[src/rtl/lbcc_pkg.sv]
`default_nettype none

package lbcc_pkg;

  // Defaults of the top-level parameters
  localparam int unsigned SlotsDef      = 16;
  localparam int unsigned StampWidthDef = 32;

  // Fixed sizes
  localparam int unsigned MaxBuckets = 1024;
  localparam int unsigned MaxInitRun = 64;
  localparam int unsigned BktW       = 10;
  localparam int unsigned CntW       = 11;
  localparam int unsigned SlotOutW   = 4;
  localparam int unsigned CfgIdxW    = 3;

  typedef enum logic [2:0] {
    ST_HIT      = 3'd0,
    ST_READ     = 3'd1,
    ST_INIT     = 3'd2,
    ST_ADDED    = 3'd3,
    ST_REMOVED  = 3'd4,
    ST_DIRTIED  = 3'd5,
    ST_RANGE    = 3'd6,
    ST_NOWRITE  = 3'd7
  } status_e;

  typedef enum logic [1:0] {
    MODE_ACCESS = 2'd0,
    MODE_DIRTY  = 2'd1,
    MODE_REMOVE = 2'd2,
    MODE_ADD    = 2'd3
  } mode_e;

  typedef enum logic [CfgIdxW-1:0] {
    CFG_SLOTS     = 3'd0,
    CFG_TOTAL     = 3'd1,
    CFG_PRESENT   = 3'd2,
    CFG_FREE_HEAD = 3'd3,
    CFG_FREE_CNT  = 3'd4,
    CFG_WRITABLE  = 3'd5
  } cfg_idx_e;

  // Per-cell update command
  typedef struct packed {
    logic load;        // take tag_i / dirty_i, become held
    logic mark;        // set dirty
    logic drop;        // release slot, clear dirty and stamp
    logic zero_stamp;  // stamp counter wrapped
    logic touch;       // take stamp_i
  } cell_cmd_t;

endpackage

`default_nettype wire

[src/rtl/lbcc_cell.sv]
`default_nettype none

module lbcc_cell
  import lbcc_pkg::*;
#(
  parameter int unsigned SLOTS       = SlotsDef,
  parameter int unsigned STAMP_WIDTH = StampWidthDef,
  parameter int unsigned IDX         = 0
) (
  input  wire logic                                 clk_i,
  input  wire logic                                 rst_ni,
  input  wire cell_cmd_t                            cmd_i,
  input  wire logic [BktW-1:0]                      tag_i,
  input  wire logic                                 dirty_i,
  input  wire logic [STAMP_WIDTH-1:0]               stamp_i,
  input  wire logic [BktW-1:0]                      probe_i,
  input  wire logic                                 active_i,
  input  wire logic                                 scan_vld_i,
  input  wire logic [STAMP_WIDTH-1:0]               scan_stamp_i,
  input  wire logic [((SLOTS > 1) ? $clog2(SLOTS) : 1)-1:0] scan_idx_i,
  output logic                                      scan_vld_o,
  output logic [STAMP_WIDTH-1:0]                    scan_stamp_o,
  output logic [((SLOTS > 1) ? $clog2(SLOTS) : 1)-1:0] scan_idx_o,
  output logic                                      match_o,
  output logic                                      held_o,
  output logic [BktW-1:0]                           tag_o,
  output logic                                      dirty_o
);

  localparam int unsigned SlotW = (SLOTS > 1) ? $clog2(SLOTS) : 1;

  logic                   held_q, dirty_q;
  logic [BktW-1:0]        tag_q;
  logic [STAMP_WIDTH-1:0] stamp_q;
  logic                   sv_q;
  logic [STAMP_WIDTH-1:0] ss_q;
  logic [SlotW-1:0]       si_q;
  logic                   take;

  // Slot contents
  always_ff @(posedge clk_i or negedge rst_ni) begin
    if (!rst_ni) begin
      held_q  <= 1'b0;
      dirty_q <= 1'b0;
      stamp_q <= '0;
    end else begin
      if (cmd_i.drop) begin
        held_q  <= 1'b0;
        dirty_q <= 1'b0;
      end else if (cmd_i.load) begin
        held_q  <= 1'b1;
        dirty_q <= dirty_i;
      end else if (cmd_i.mark) begin
        dirty_q <= 1'b1;
      end
      if (cmd_i.touch) begin
        stamp_q <= stamp_i;
      end else if (cmd_i.drop || cmd_i.zero_stamp) begin
        stamp_q <= '0;
      end
    end
  end

  always_ff @(posedge clk_i) begin
    if (cmd_i.load) begin
      tag_q <= tag_i;
    end
  end

  // LRU scan stage: keep the older candidate, lower index wins ties
  assign take = active_i && ((IDX == 0) || (stamp_q < scan_stamp_i));

  always_ff @(posedge clk_i or negedge rst_ni) begin
    if (!rst_ni) begin
      sv_q <= 1'b0;
    end else begin
      sv_q <= scan_vld_i;
    end
  end

  always_ff @(posedge clk_i) begin
    if (take) begin
      ss_q <= stamp_q;
      si_q <= SlotW'(IDX);
    end else begin
      ss_q <= scan_stamp_i;
      si_q <= scan_idx_i;
    end
  end

  assign scan_vld_o   = sv_q;
  assign scan_stamp_o = ss_q;
  assign scan_idx_o   = si_q;
  assign match_o      = held_q && (tag_q == probe_i);
  assign held_o       = held_q;
  assign tag_o        = tag_q;
  assign dirty_o      = dirty_q;

endmodule

`default_nettype wire

[src/rtl/lru_bucket_cache_controller_core.sv]
`default_nettype none

// Slot manager of a fully associative write-back bucket cache with LRU
// replacement. Each slot is a cell holding tag, dirty, held and stamp;
// lookups compare all cells at once. An item is decoded in S_DECIDE,
// then each bucket it places passes S_LOOK and S_FINISH; a placement that
// must evict also passes S_SCAN while the LRU token walks the chain of cells
// (one cell a cycle). One item is handled at a time; results go through an
// output register and a stalled output holds the sequencer. Config writes
// are always accepted.
module lru_bucket_cache_controller_core
  import lbcc_pkg::*;
#(
  parameter int unsigned SLOTS       = SlotsDef,
  parameter int unsigned STAMP_WIDTH = StampWidthDef
) (
  input  wire logic                 clk_i,
  input  wire logic                 rst_ni,
  input  wire logic                 in_valid_i,
  output logic                      in_ready_o,
  input  wire logic [1:0]           mode_i,
  input  wire logic [BktW-1:0]      bucket_number_i,
  input  wire logic signed [10:0]   next_free_link_i,
  output logic                      out_valid_o,
  input  wire logic                 out_ready_i,
  output logic [2:0]                status_o,
  output logic [SlotOutW-1:0]       slot_o,
  output logic [BktW-1:0]           bucket_o,
  output logic                      evict_valid_o,
  output logic [BktW-1:0]           evict_bucket_o,
  output logic                      write_back_o,
  output logic signed [10:0]        free_link_out_o,
  output logic                      last_o,
  input  wire logic                 cfg_valid_i,
  output logic                      cfg_ready_o,
  input  wire logic [CfgIdxW-1:0]   cfg_index_i,
  input  wire logic [CntW-1:0]      cfg_data_i
);

  localparam int unsigned SlotW = (SLOTS > 1) ? $clog2(SLOTS) : 1;
  localparam int unsigned FillW = $clog2(SLOTS + 1);

  typedef enum logic [2:0] {S_IDLE, S_DECIDE, S_LOOK, S_SCAN, S_FINISH} state_e;

  state_e                  state_q;
  mode_e                   mode_q;
  status_e                 kind_q;
  logic [BktW-1:0]         tgt_q, addb_q;
  logic signed [10:0]      link_q;
  logic [CntW-1:0]         upto_q;
  logic                    last_final_q, add_after_q;
  logic [SlotW-1:0]        cur_q, fin_slot_q;
  logic                    fin_hit_q, fin_ev_q, fin_wb_q;
  logic [BktW-1:0]         fin_evb_q;
  logic [FillW-1:0]        filled_q;
  logic [STAMP_WIDTH-1:0]  ctr_q;
  logic [CntW-1:0]         present_q, total_q, fcount_q;
  logic signed [10:0]      fhead_q;
  logic [4:0]              slots_cfg_q;
  logic                    writable_q;

  logic                    out_valid_q, out_last_q, out_ev_q, out_wb_q;
  status_e                 out_status_q;
  logic [SlotOutW-1:0]     out_slot_q;
  logic [BktW-1:0]         out_bucket_q, out_evb_q;
  logic signed [10:0]      out_link_q;

  // Cell array wiring
  cell_cmd_t               cmd [SLOTS];
  logic [SLOTS-1:0]        match, held, dirty;
  logic [BktW-1:0]         tag [SLOTS];
  logic                    sc_vld [SLOTS+1];
  logic [STAMP_WIDTH-1:0]  sc_stamp [SLOTS+1];
  logic [SlotW-1:0]        sc_idx [SLOTS+1];

  logic                    out_free, emit, scan_start;
  logic                    any_match;
  logic [SlotW-1:0]        match_idx;
  logic [FillW-1:0]        lim;
  logic                    wrap;
  logic [STAMP_WIDTH-1:0]  ctr_next;
  logic                    new_dirty;
  logic [CntW-1:0]         present_inc, run_acc, run_add;
  logic                    cont;

  // Emission staging
  status_e                 e_status;
  logic [SlotOutW-1:0]     e_slot;
  logic [BktW-1:0]         e_bucket, e_evb;
  logic                    e_ev, e_wb, e_last;
  logic signed [10:0]      e_link;

  assign out_free    = !out_valid_q || out_ready_i;
  assign in_ready_o  = (state_q == S_IDLE);
  assign cfg_ready_o = 1'b1;

  // Effective slot limit
  always_comb begin
    if (slots_cfg_q == '0) begin
      lim = FillW'(1);
    end else if (32'(slots_cfg_q) > 32'(SLOTS)) begin
      lim = FillW'(SLOTS);
    end else begin
      lim = FillW'(slots_cfg_q);
    end
  end

  // Hit detection across cells
  always_comb begin
    match_idx = '0;
    for (int i = 0; i < SLOTS; i++) begin
      if (match[i]) begin
        match_idx = match_idx | SlotW'(i);
      end
    end
  end
  assign any_match = |match;

  // Stamp refresh
  assign wrap     = (ctr_q == '1);
  assign ctr_next = wrap ? STAMP_WIDTH'(1) : ctr_q + STAMP_WIDTH'(1);

  assign new_dirty   = ((kind_q != ST_READ) && (kind_q != ST_HIT)) ||
                       (fin_hit_q && dirty[fin_slot_q]);
  assign present_inc = present_q + CntW'(1);
  assign cont        = (present_inc <= upto_q) && (present_inc < CntW'(MaxBuckets));
  assign run_acc     = {1'b0, tgt_q} - present_q + CntW'(1);
  assign run_add     = (present_q < total_q) ? (total_q - present_q) : '0;
  assign scan_start  = (state_q == S_LOOK) && !any_match && !(filled_q < lim);

  // Per-cell commands
  always_comb begin
    for (int i = 0; i < SLOTS; i++) begin
      cmd[i] = '0;
      if (state_q == S_FINISH && out_free) begin
        cmd[i].zero_stamp = wrap && (FillW'(i) < filled_q);
        cmd[i].touch      = (fin_slot_q == SlotW'(i));
        cmd[i].load       = (fin_slot_q == SlotW'(i));
      end
      if (state_q == S_DECIDE && out_free && held[cur_q] && cur_q == SlotW'(i)) begin
        cmd[i].mark = (mode_q == MODE_DIRTY);
        cmd[i].drop = (mode_q == MODE_REMOVE);
      end
    end
  end

  assign sc_vld[0]   = scan_start;
  assign sc_stamp[0] = '0;
  assign sc_idx[0]   = '0;

  for (genvar g = 0; g < SLOTS; g++) begin : g_cell
    lbcc_cell #(
      .SLOTS       (SLOTS),
      .STAMP_WIDTH (STAMP_WIDTH),
      .IDX         (g)
    ) u_cell (
      .clk_i        (clk_i),
      .rst_ni       (rst_ni),
      .cmd_i        (cmd[g]),
      .tag_i        (tgt_q),
      .dirty_i      (new_dirty),
      .stamp_i      (ctr_next),
      .probe_i      (tgt_q),
      .active_i     (FillW'(g) < filled_q),
      .scan_vld_i   (sc_vld[g]),
      .scan_stamp_i (sc_stamp[g]),
      .scan_idx_i   (sc_idx[g]),
      .scan_vld_o   (sc_vld[g+1]),
      .scan_stamp_o (sc_stamp[g+1]),
      .scan_idx_o   (sc_idx[g+1]),
      .match_o      (match[g]),
      .held_o       (held[g]),
      .tag_o        (tag[g]),
      .dirty_o      (dirty[g])
    );
  end

  // Result assembled for this cycle
  always_comb begin
    emit     = 1'b0;
    e_status = ST_RANGE;
    e_slot   = '0;
    e_bucket = '0;
    e_ev     = 1'b0;
    e_evb    = '0;
    e_wb     = 1'b0;
    e_link   = '0;
    e_last   = 1'b1;
    if (state_q == S_DECIDE && out_free) begin
      unique case (mode_q)
        MODE_ACCESS: begin
          if ({1'b0, tgt_q} >= total_q) begin
            emit = 1'b1;
          end else if (!any_match && {1'b0, tgt_q} >= present_q) begin
            if (!writable_q) begin
              emit     = 1'b1;
              e_status = ST_NOWRITE;
            end else if (run_acc > CntW'(MaxInitRun)) begin
              emit = 1'b1;
            end
          end
        end
        MODE_DIRTY, MODE_REMOVE: begin
          emit = 1'b1;
          if (held[cur_q]) begin
            e_status = (mode_q == MODE_DIRTY) ? ST_DIRTIED : ST_REMOVED;
            e_slot   = SlotOutW'(cur_q);
            e_bucket = tag[cur_q];
            e_link   = (mode_q == MODE_REMOVE) ? fhead_q : 11'sd0;
          end
        end
        MODE_ADD: begin
          if (!fhead_q[10]) begin
            emit = ({1'b0, fhead_q[9:0]} >= CntW'(MaxBuckets));
          end else begin
            emit = (total_q >= CntW'(MaxBuckets)) ||
                   (run_add + CntW'(1) > CntW'(MaxInitRun));
          end
        end
        default: emit = 1'b0;
      endcase
    end else if (state_q == S_FINISH && out_free) begin
      emit     = 1'b1;
      e_status = kind_q;
      e_slot   = SlotOutW'(fin_slot_q);
      e_bucket = tgt_q;
      e_ev     = fin_ev_q;
      e_evb    = fin_evb_q;
      e_wb     = fin_wb_q;
      e_last   = (kind_q == ST_INIT) ? (last_final_q && !cont) : 1'b1;
    end
  end

  // Output register
  always_ff @(posedge clk_i or negedge rst_ni) begin
    if (!rst_ni) begin
      out_valid_q <= 1'b0;
    end else if (emit) begin
      out_valid_q <= 1'b1;
    end else if (out_ready_i) begin
      out_valid_q <= 1'b0;
    end
  end

  always_ff @(posedge clk_i) begin
    if (emit) begin
      out_status_q <= e_status;
      out_slot_q   <= e_slot;
      out_bucket_q <= e_bucket;
      out_ev_q     <= e_ev;
      out_evb_q    <= e_evb;
      out_wb_q     <= e_wb;
      out_link_q   <= e_link;
      out_last_q   <= e_last;
    end
  end

  // Sequencer and bookkeeping
  always_ff @(posedge clk_i or negedge rst_ni) begin
    if (!rst_ni) begin
      state_q      <= S_IDLE;
      mode_q       <= MODE_ACCESS;
      kind_q       <= ST_HIT;
      tgt_q        <= '0;
      link_q       <= '0;
      upto_q       <= '0;
      addb_q       <= '0;
      last_final_q <= 1'b0;
      add_after_q  <= 1'b0;
      cur_q        <= '0;
      filled_q     <= '0;
      ctr_q        <= '0;
      present_q    <= '0;
      total_q      <= '0;
      fhead_q      <= '1;
      fcount_q     <= '0;
      slots_cfg_q  <= 5'd16;
      writable_q   <= 1'b1;
      fin_slot_q   <= '0;
      fin_hit_q    <= 1'b0;
      fin_ev_q     <= 1'b0;
      fin_wb_q     <= 1'b0;
      fin_evb_q    <= '0;
    end else begin
      unique case (state_q)
        S_IDLE: begin
          if (in_valid_i) begin
            mode_q  <= mode_e'(mode_i);
            tgt_q   <= bucket_number_i;
            link_q  <= next_free_link_i;
            state_q <= S_DECIDE;
          end
        end
        S_DECIDE: begin
          if (out_free) begin
            if (emit) begin
              state_q <= S_IDLE;
              if (mode_q == MODE_REMOVE && held[cur_q]) begin
                fhead_q  <= {1'b0, tag[cur_q]};
                fcount_q <= (fcount_q == '1) ? fcount_q : fcount_q + CntW'(1);
                cur_q    <= '0;
              end
            end else begin
              state_q      <= S_LOOK;
              last_final_q <= 1'b1;
              add_after_q  <= 1'b0;
              if (mode_q == MODE_ACCESS) begin
                if (any_match) begin
                  kind_q <= ST_HIT;
                end else if ({1'b0, tgt_q} < present_q) begin
                  kind_q <= ST_READ;
                end else begin
                  kind_q <= ST_INIT;
                  upto_q <= {1'b0, tgt_q};
                  tgt_q  <= present_q[BktW-1:0];
                end
              end else if (!fhead_q[10]) begin
                kind_q   <= ST_ADDED;
                tgt_q    <= fhead_q[BktW-1:0];
                fhead_q  <= link_q;
                fcount_q <= (fcount_q == '0) ? fcount_q : fcount_q - CntW'(1);
              end else begin
                addb_q  <= total_q[BktW-1:0];
                total_q <= total_q + CntW'(1);
                if (run_add != '0) begin
                  kind_q       <= ST_INIT;
                  upto_q       <= total_q - CntW'(1);
                  last_final_q <= 1'b0;
                  add_after_q  <= 1'b1;
                  tgt_q        <= present_q[BktW-1:0];
                end else begin
                  kind_q    <= ST_ADDED;
                  tgt_q     <= total_q[BktW-1:0];
                  present_q <= (present_q >= CntW'(MaxBuckets)) ? present_q : present_inc;
                end
              end
            end
          end
        end
        S_LOOK: begin
          fin_ev_q  <= 1'b0;
          fin_wb_q  <= 1'b0;
          fin_evb_q <= '0;
          if (any_match) begin
            fin_slot_q <= match_idx;
            fin_hit_q  <= 1'b1;
            state_q    <= S_FINISH;
          end else if (filled_q < lim) begin
            fin_slot_q <= SlotW'(filled_q);
            fin_hit_q  <= 1'b0;
            filled_q   <= filled_q + FillW'(1);
            state_q    <= S_FINISH;
          end else begin
            state_q <= S_SCAN;
          end
        end
        S_SCAN: begin
          if (sc_vld[SLOTS]) begin
            fin_slot_q <= sc_idx[SLOTS];
            fin_hit_q  <= 1'b0;
            fin_ev_q   <= held[sc_idx[SLOTS]];
            fin_wb_q   <= held[sc_idx[SLOTS]] && dirty[sc_idx[SLOTS]];
            fin_evb_q  <= held[sc_idx[SLOTS]] ? tag[sc_idx[SLOTS]] : '0;
            state_q    <= S_FINISH;
          end
        end
        S_FINISH: begin
          if (out_free) begin
            ctr_q   <= ctr_next;
            cur_q   <= fin_slot_q;
            state_q <= S_IDLE;
            if (kind_q == ST_INIT) begin
              present_q <= present_inc;
              if (cont) begin
                tgt_q   <= present_inc[BktW-1:0];
                state_q <= S_LOOK;
              end else if (add_after_q) begin
                present_q   <= (present_inc >= CntW'(MaxBuckets)) ? present_inc
                                                                  : present_inc + CntW'(1);
                kind_q      <= ST_ADDED;
                tgt_q       <= addb_q;
                add_after_q <= 1'b0;
                state_q     <= S_LOOK;
              end
            end
          end
        end
        default: state_q <= S_IDLE;
      endcase

      // Config writes load state directly
      if (cfg_valid_i) begin
        unique case (cfg_index_i)
          CFG_SLOTS:     slots_cfg_q <= cfg_data_i[4:0];
          CFG_TOTAL:     total_q <= (cfg_data_i > CntW'(MaxBuckets)) ? CntW'(MaxBuckets)
                                                                     : cfg_data_i;
          CFG_PRESENT:   present_q <= (cfg_data_i > CntW'(MaxBuckets)) ? CntW'(MaxBuckets)
                                                                       : cfg_data_i;
          CFG_FREE_HEAD: fhead_q <= cfg_data_i;
          CFG_FREE_CNT:  fcount_q <= cfg_data_i;
          CFG_WRITABLE:  writable_q <= cfg_data_i[0];
          default:       ;
        endcase
      end
    end
  end

  assign out_valid_o     = out_valid_q;
  assign status_o        = out_status_q;
  assign slot_o          = out_slot_q;
  assign bucket_o        = out_bucket_q;
  assign evict_valid_o   = out_ev_q;
  assign evict_bucket_o  = out_evb_q;
  assign write_back_o    = out_wb_q;
  assign free_link_out_o = out_link_q;
  assign last_o          = out_last_q;

  // A bucket sits in at most one slot
  a_single_owner: assert property (@(posedge clk_i) disable iff (!rst_ni)
    $onehot0(match)) else $error("bucket held by several slots");

  // Fill count never passes the slot count
  a_fill_bound: assert property (@(posedge clk_i) disable iff (!rst_ni)
    32'(filled_q) <= 32'(SLOTS)) else $error("fill count overflow");

  // An evicted slot is always one that has been filled
  a_victim_filled: assert property (@(posedge clk_i) disable iff (!rst_ni)
    (state_q == S_FINISH && !fin_hit_q) |-> (FillW'(fin_slot_q) < filled_q))
    else $error("victim outside filled slots");

  // Scan token only arrives while waiting for it
  a_scan_sync: assert property (@(posedge clk_i) disable iff (!rst_ni)
    sc_vld[SLOTS] |-> (state_q == S_SCAN)) else $error("stray scan result");

endmodule

`default_nettype wire
[config.mk]
export PLATFORM = sky130hd
export DESIGN_NAME = lru_bucket_cache_controller_core
export DESIGN_NICKNAME = d
export VERILOG_FILES = /design/src/rtl/lbcc_pkg.sv /design/src/rtl/lbcc_cell.sv /design/src/rtl/lru_bucket_cache_controller_core.sv
export SDC_FILE = /design/constraint.sdc
export NUM_CORES = 2
export LEC_CHECK = 0
export BUFFER_PORTS_ARGS = -buffer_cell sky130_fd_sc_hd__buf_2
export CORE_MARGIN = 1.5
export CORE_UTILIZATION = 58
export CTS_CLUSTER_DIAMETER = 60
export CTS_CLUSTER_SIZE = 20
export DETAILED_ROUTE_END_ITERATION = 8
export GPL_ROUTABILITY_DRIVEN = 0
export PLACE_DENSITY = 0.77
export SYNTH_ARGS = -nofsm -noshare
export SYNTH_HDL_FRONTEND = slang
export SYNTH_HIERARCHICAL = 1
export SYNTH_SLANG_ARGS = --single-unit
[constraint.sdc]
create_clock -name clk_i -period 5.35 [get_ports clk_i]
set_clock_uncertainty 0.05 [all_clocks]
set_input_delay 1.3375 -clock clk_i [delete_from_list [all_inputs] [get_ports clk_i]]
set_output_delay 1.3375 -clock clk_i [all_outputs]
set_load 0.02 [all_outputs]
==> key figures <==
Worst setup path
  – Critical Setup Path Class: reg -> reg
  – CP Launch Type: flip-flop
  – Most used cell, CP: clkinv_1
  – Worst path required time: 5.67 ns
  – Crit-path leading delay family: compound AO/OA/AOI/OAI gates
  – Reg2Reg Launch Point: present_q[5]$_DFF_PN0_
  – Critical path arrival: 5.16 ns
  – Start point of the critical path: present_q[5]$_DFF_PN0_
  – Reg-to-Reg End: bucket_o[5]$_DFFE_PP_
  – CP peak stage delay: 0.85 ns
  – Worst-path cell chain: clkinv_1, ha_1, inv_1, fa_1, nand2b_1, o21ai_0, a31oi_1, o221ai_1, a311oi_1, o41ai_2, a211oi_4, nor2_2, clkinv_1, buf_4
  – Slowest-stage cell, CP: a211oi_4
  – R2R setup slack: 0.51 ns
  – Crit Path Max Fanout: 41
  – WP buf/inv: 4
  – R2R cell count: 14
  – Crit end category: flip-flop

Clock network
  – CTS tree: built
  – Worst-Skew Late Latency: 0.74 ns
  – Clock sinks: 1454
  – Num CTS Buffers: 108
  – Clk buf depth: 3
  – Hold-fix buffers, CTS: 0
  – Root Buffer: clkbuf_16
  – Post-CTS Resized: 0
  – # Post-CTS Setup Buffers: 0
  – Worst-path clk slew: 0.08 ns
  – CTS HTree Levels: 3

Floorplanning
  – Num rows: 128
  – IO Pins: 86
  – Die width: 354 um
  – Die area: 125300 um2
  – Die height: 354 um
  – Core ar.: 122000 um2
  – Initial Utilization: 0.5855

STA
  – RSZ-0062 raised after global routing: no
  – Setup Viol. Count Final: 0
  – Crit path time final: 4.840 ns
  – Slew @ Worst Pin: 1.282 ns
  – Final period util: 0.9046
  – Hold Fails Final Rpt: 0
  – Post-route setup TNS: 0 ns
  – Max-slew violations: 0
  – Fmax: 206.6 MHz
  – Fin Hold WS: 0.3023 ns
  – Slew Limit Headroom: 0.1444

Placed design
  – PortBufs: 84
  – Cell Area, Placed: 74180 um2
  – Placed wire-length estimate: 129600 um

Layout
  – Layout cells sized above 1: 0.1617
  – Fillers: 9163
  – Fin util: 0.6397
  – Final instance area: 78070 um2
  – Ant diodes: 0
  – Area delta synth->final: 9.251%
  – Seq. cell area: 34690 um2
  – Area of the multi-input gates: 33640 um2
  – NumNets Final: 6846

Job
  – Max-cap viol count: 0

Route
  – Final ANT Viol Nets: 0
  – First-pass DRT Iterations: 9
  – Via count: 50190
  – DR DRC count: 0
  – Drt wl/cell: 22.95 um
  – Routed WL: 183200 um
  – DRT iter0 DRCs: 5090
  – Vias per cell: 6.286

Synthesis
  – Gate count of the mapped netlist: 6161
  – Average cell area after synthesis: 11.60 um2
  – Synthesis warning total: 6
  – Netlist Area Pre-Place: 71460 um2

Power
  – Peak VDD IR: 0.3800 mV
  – P_leak: 34.26 nW
  – Power Dens Cells: 601.7 nW/um2

Global routing
  – Remaining global-route overflow: 0
  – Vias in the first global route: 51000
  – Gr usage total: 0.2919
  – Number of antenna violations at the first check in global routing: 4
  – First-pass GRT wire length: 289700 um
  – Largest net degree at the start of global routing: 108

Hold path
  – Worst min-delay path startpoint: g_cell[3].u_cell/scan_vld_o$_DFF_PN0_
  – Hold Path End: g_cell[4].u_cell/scan_vld_o$_DFF_PN0_
  – Worst min path class: reg -> reg
  – WHS Path Cells: 0

Status
  – Status: complete, no violations
[worst reg2reg max path, cell delays in order (launching register included)]
cell	delay, ns
dfrtp_1	0.49
clkinv_1	0.36
ha_1	0.33
inv_1	0.07
fa_1	0.49
nand2b_1	0.15
o21ai_0	0.12
a31oi_1	0.17
o221ai_1	0.14
a311oi_1	0.32
o41ai_2	0.15
a211oi_4	0.85
nor2_2	0.20
clkinv_1	0.13
buf_4	0.45
[cell type report]
cell class | count | share of cell area
Timing Repair Buffer | 226 | 0.02093
Inverter | 582 | 0.02798
Multi-Input combinational cell | 3892 | 0.4309
Clock buffer | 134 | 0.03811
Clock inverter | 71 | 0.01167
Sequential cell | 1454 | 0.4444
Tap cell | 1625 | 0.02604
[layer usage]
metal  vias up  global-route usage  routed length, um
li1      22440                   -                  -
met1     25020              0.3830              73920
met2      2164              0.4755              86010
met3       562             0.05211              14540
met4         4              0.1285               8729
met5         -                   0                 26
[layout by cell type, fill, tap and decap left out, types with 16 or more instances in the layout]
| cell | count |
|---|---|
| dfrtp_1 | 694 |
| inv_1 | 578 |
| dfxtp_1 | 542 |
| ha_1 | 535 |
| a22o_1 | 523 |
| nor2_1 | 290 |
| nand2_1 | 273 |
| a21oi_1 | 270 |
| mux2_2 | 216 |
| xnor2_1 | 215 |
| edfxtp_1 | 201 |
| mux2_1 | 182 |
| o21ai_0 | 166 |
| nand4_1 | 142 |
| buf_4 | 131 |
| mux4_2 | 120 |
| clkbuf_16 | 112 |
| mux2_4 | 104 |
| nand3_1 | 93 |
| buf_2 | 83 |
| nor3_1 | 69 |
| nor2b_1 | 66 |
| and3_1 | 42 |
| a31oi_1 | 41 |
| or2_2 | 37 |
| conb_1 | 37 |
| nor4_1 | 30 |
| nor3_2 | 26 |
| nand2b_1 | 25 |
| a21o_1 | 25 |
| xor2_1 | 25 |
| mux2i_1 | 25 |
| o31ai_1 | 19 |
| inv_6 | 19 |
| a221oi_1 | 18 |
| nor2_2 | 16 |
| o311a_1 | 16 |
| o41ai_2 | 16 |
| a211oi_4 | 16 |
| a211o_1 | 16 |
[sequential cells by signal, indices dropped and copies added (netlist names), 10 cells and up]
register	cells
present_q	11
g_cell.u_cell/scan_stamp_o	480
tgt_q	10
ctr_q	32
g_cell.u_cell/scan_idx_o	64
link_q	11
free_link_out_o	11
g_cell.u_cell/scan_vld_o	16
g_cell.u_cell/held_o	16
g_cell.u_cell/dirty_o	16
g_cell.u_cell/stamp_q	512
upto_q	11
fin_evb_q	10
total_q	11
evict_bucket_o	10
bucket_o	10
fhead_q	11
addb_q	10
g_cell.u_cell/tag_o	160
[report_power, final]
part | switching, mW | total (mW) | leakage (nW) | internal [mW]
combinational | 12.3 | 21.3 | 16.6 | 8.96
sequential | 2.42 | 16.9 | 15.8 | 14.5
clock | 4.27 | 8.84 | 1.89 | 4.57
total | 19.0 | 47.0 | 34.3 | 28.0
[metrics by stage]
step / cells / setup slack [ns] / power, mW
floorplan: 6196 / 0.2445 / 31.68
global placement: 7779 / 0.8497 / 36.99
detailed placement: 7779 / 0.7324 / 37.72
CTS: 7984 / 0.6862 / 46.73
global route: 7984 / 0.3029 / 49.72
finish: 7984 / 0.5102 / 46.97
[worst max-delay path by stage]
stage,to,slack [ns],depth (start not counted)
final,bucket_o[5]$_DFFE_PP_,0.51,14
after CTS,addb_q[4]$_DFFE_PN0P_,0.69,12
after global routing,bucket_o[5]$_DFFE_PP_,0.30,14
after detailed placement,evict_bucket_o[5]$_SDFFCE_PP0P_,0.73,14
after floorplan,fhead_q[0]$_DFF_PN1_,0.24,17
after global placement,addb_q[7]$_DFFE_PN0P_,0.85,12
No activity file was read; power rests on OpenSTA's default activity.
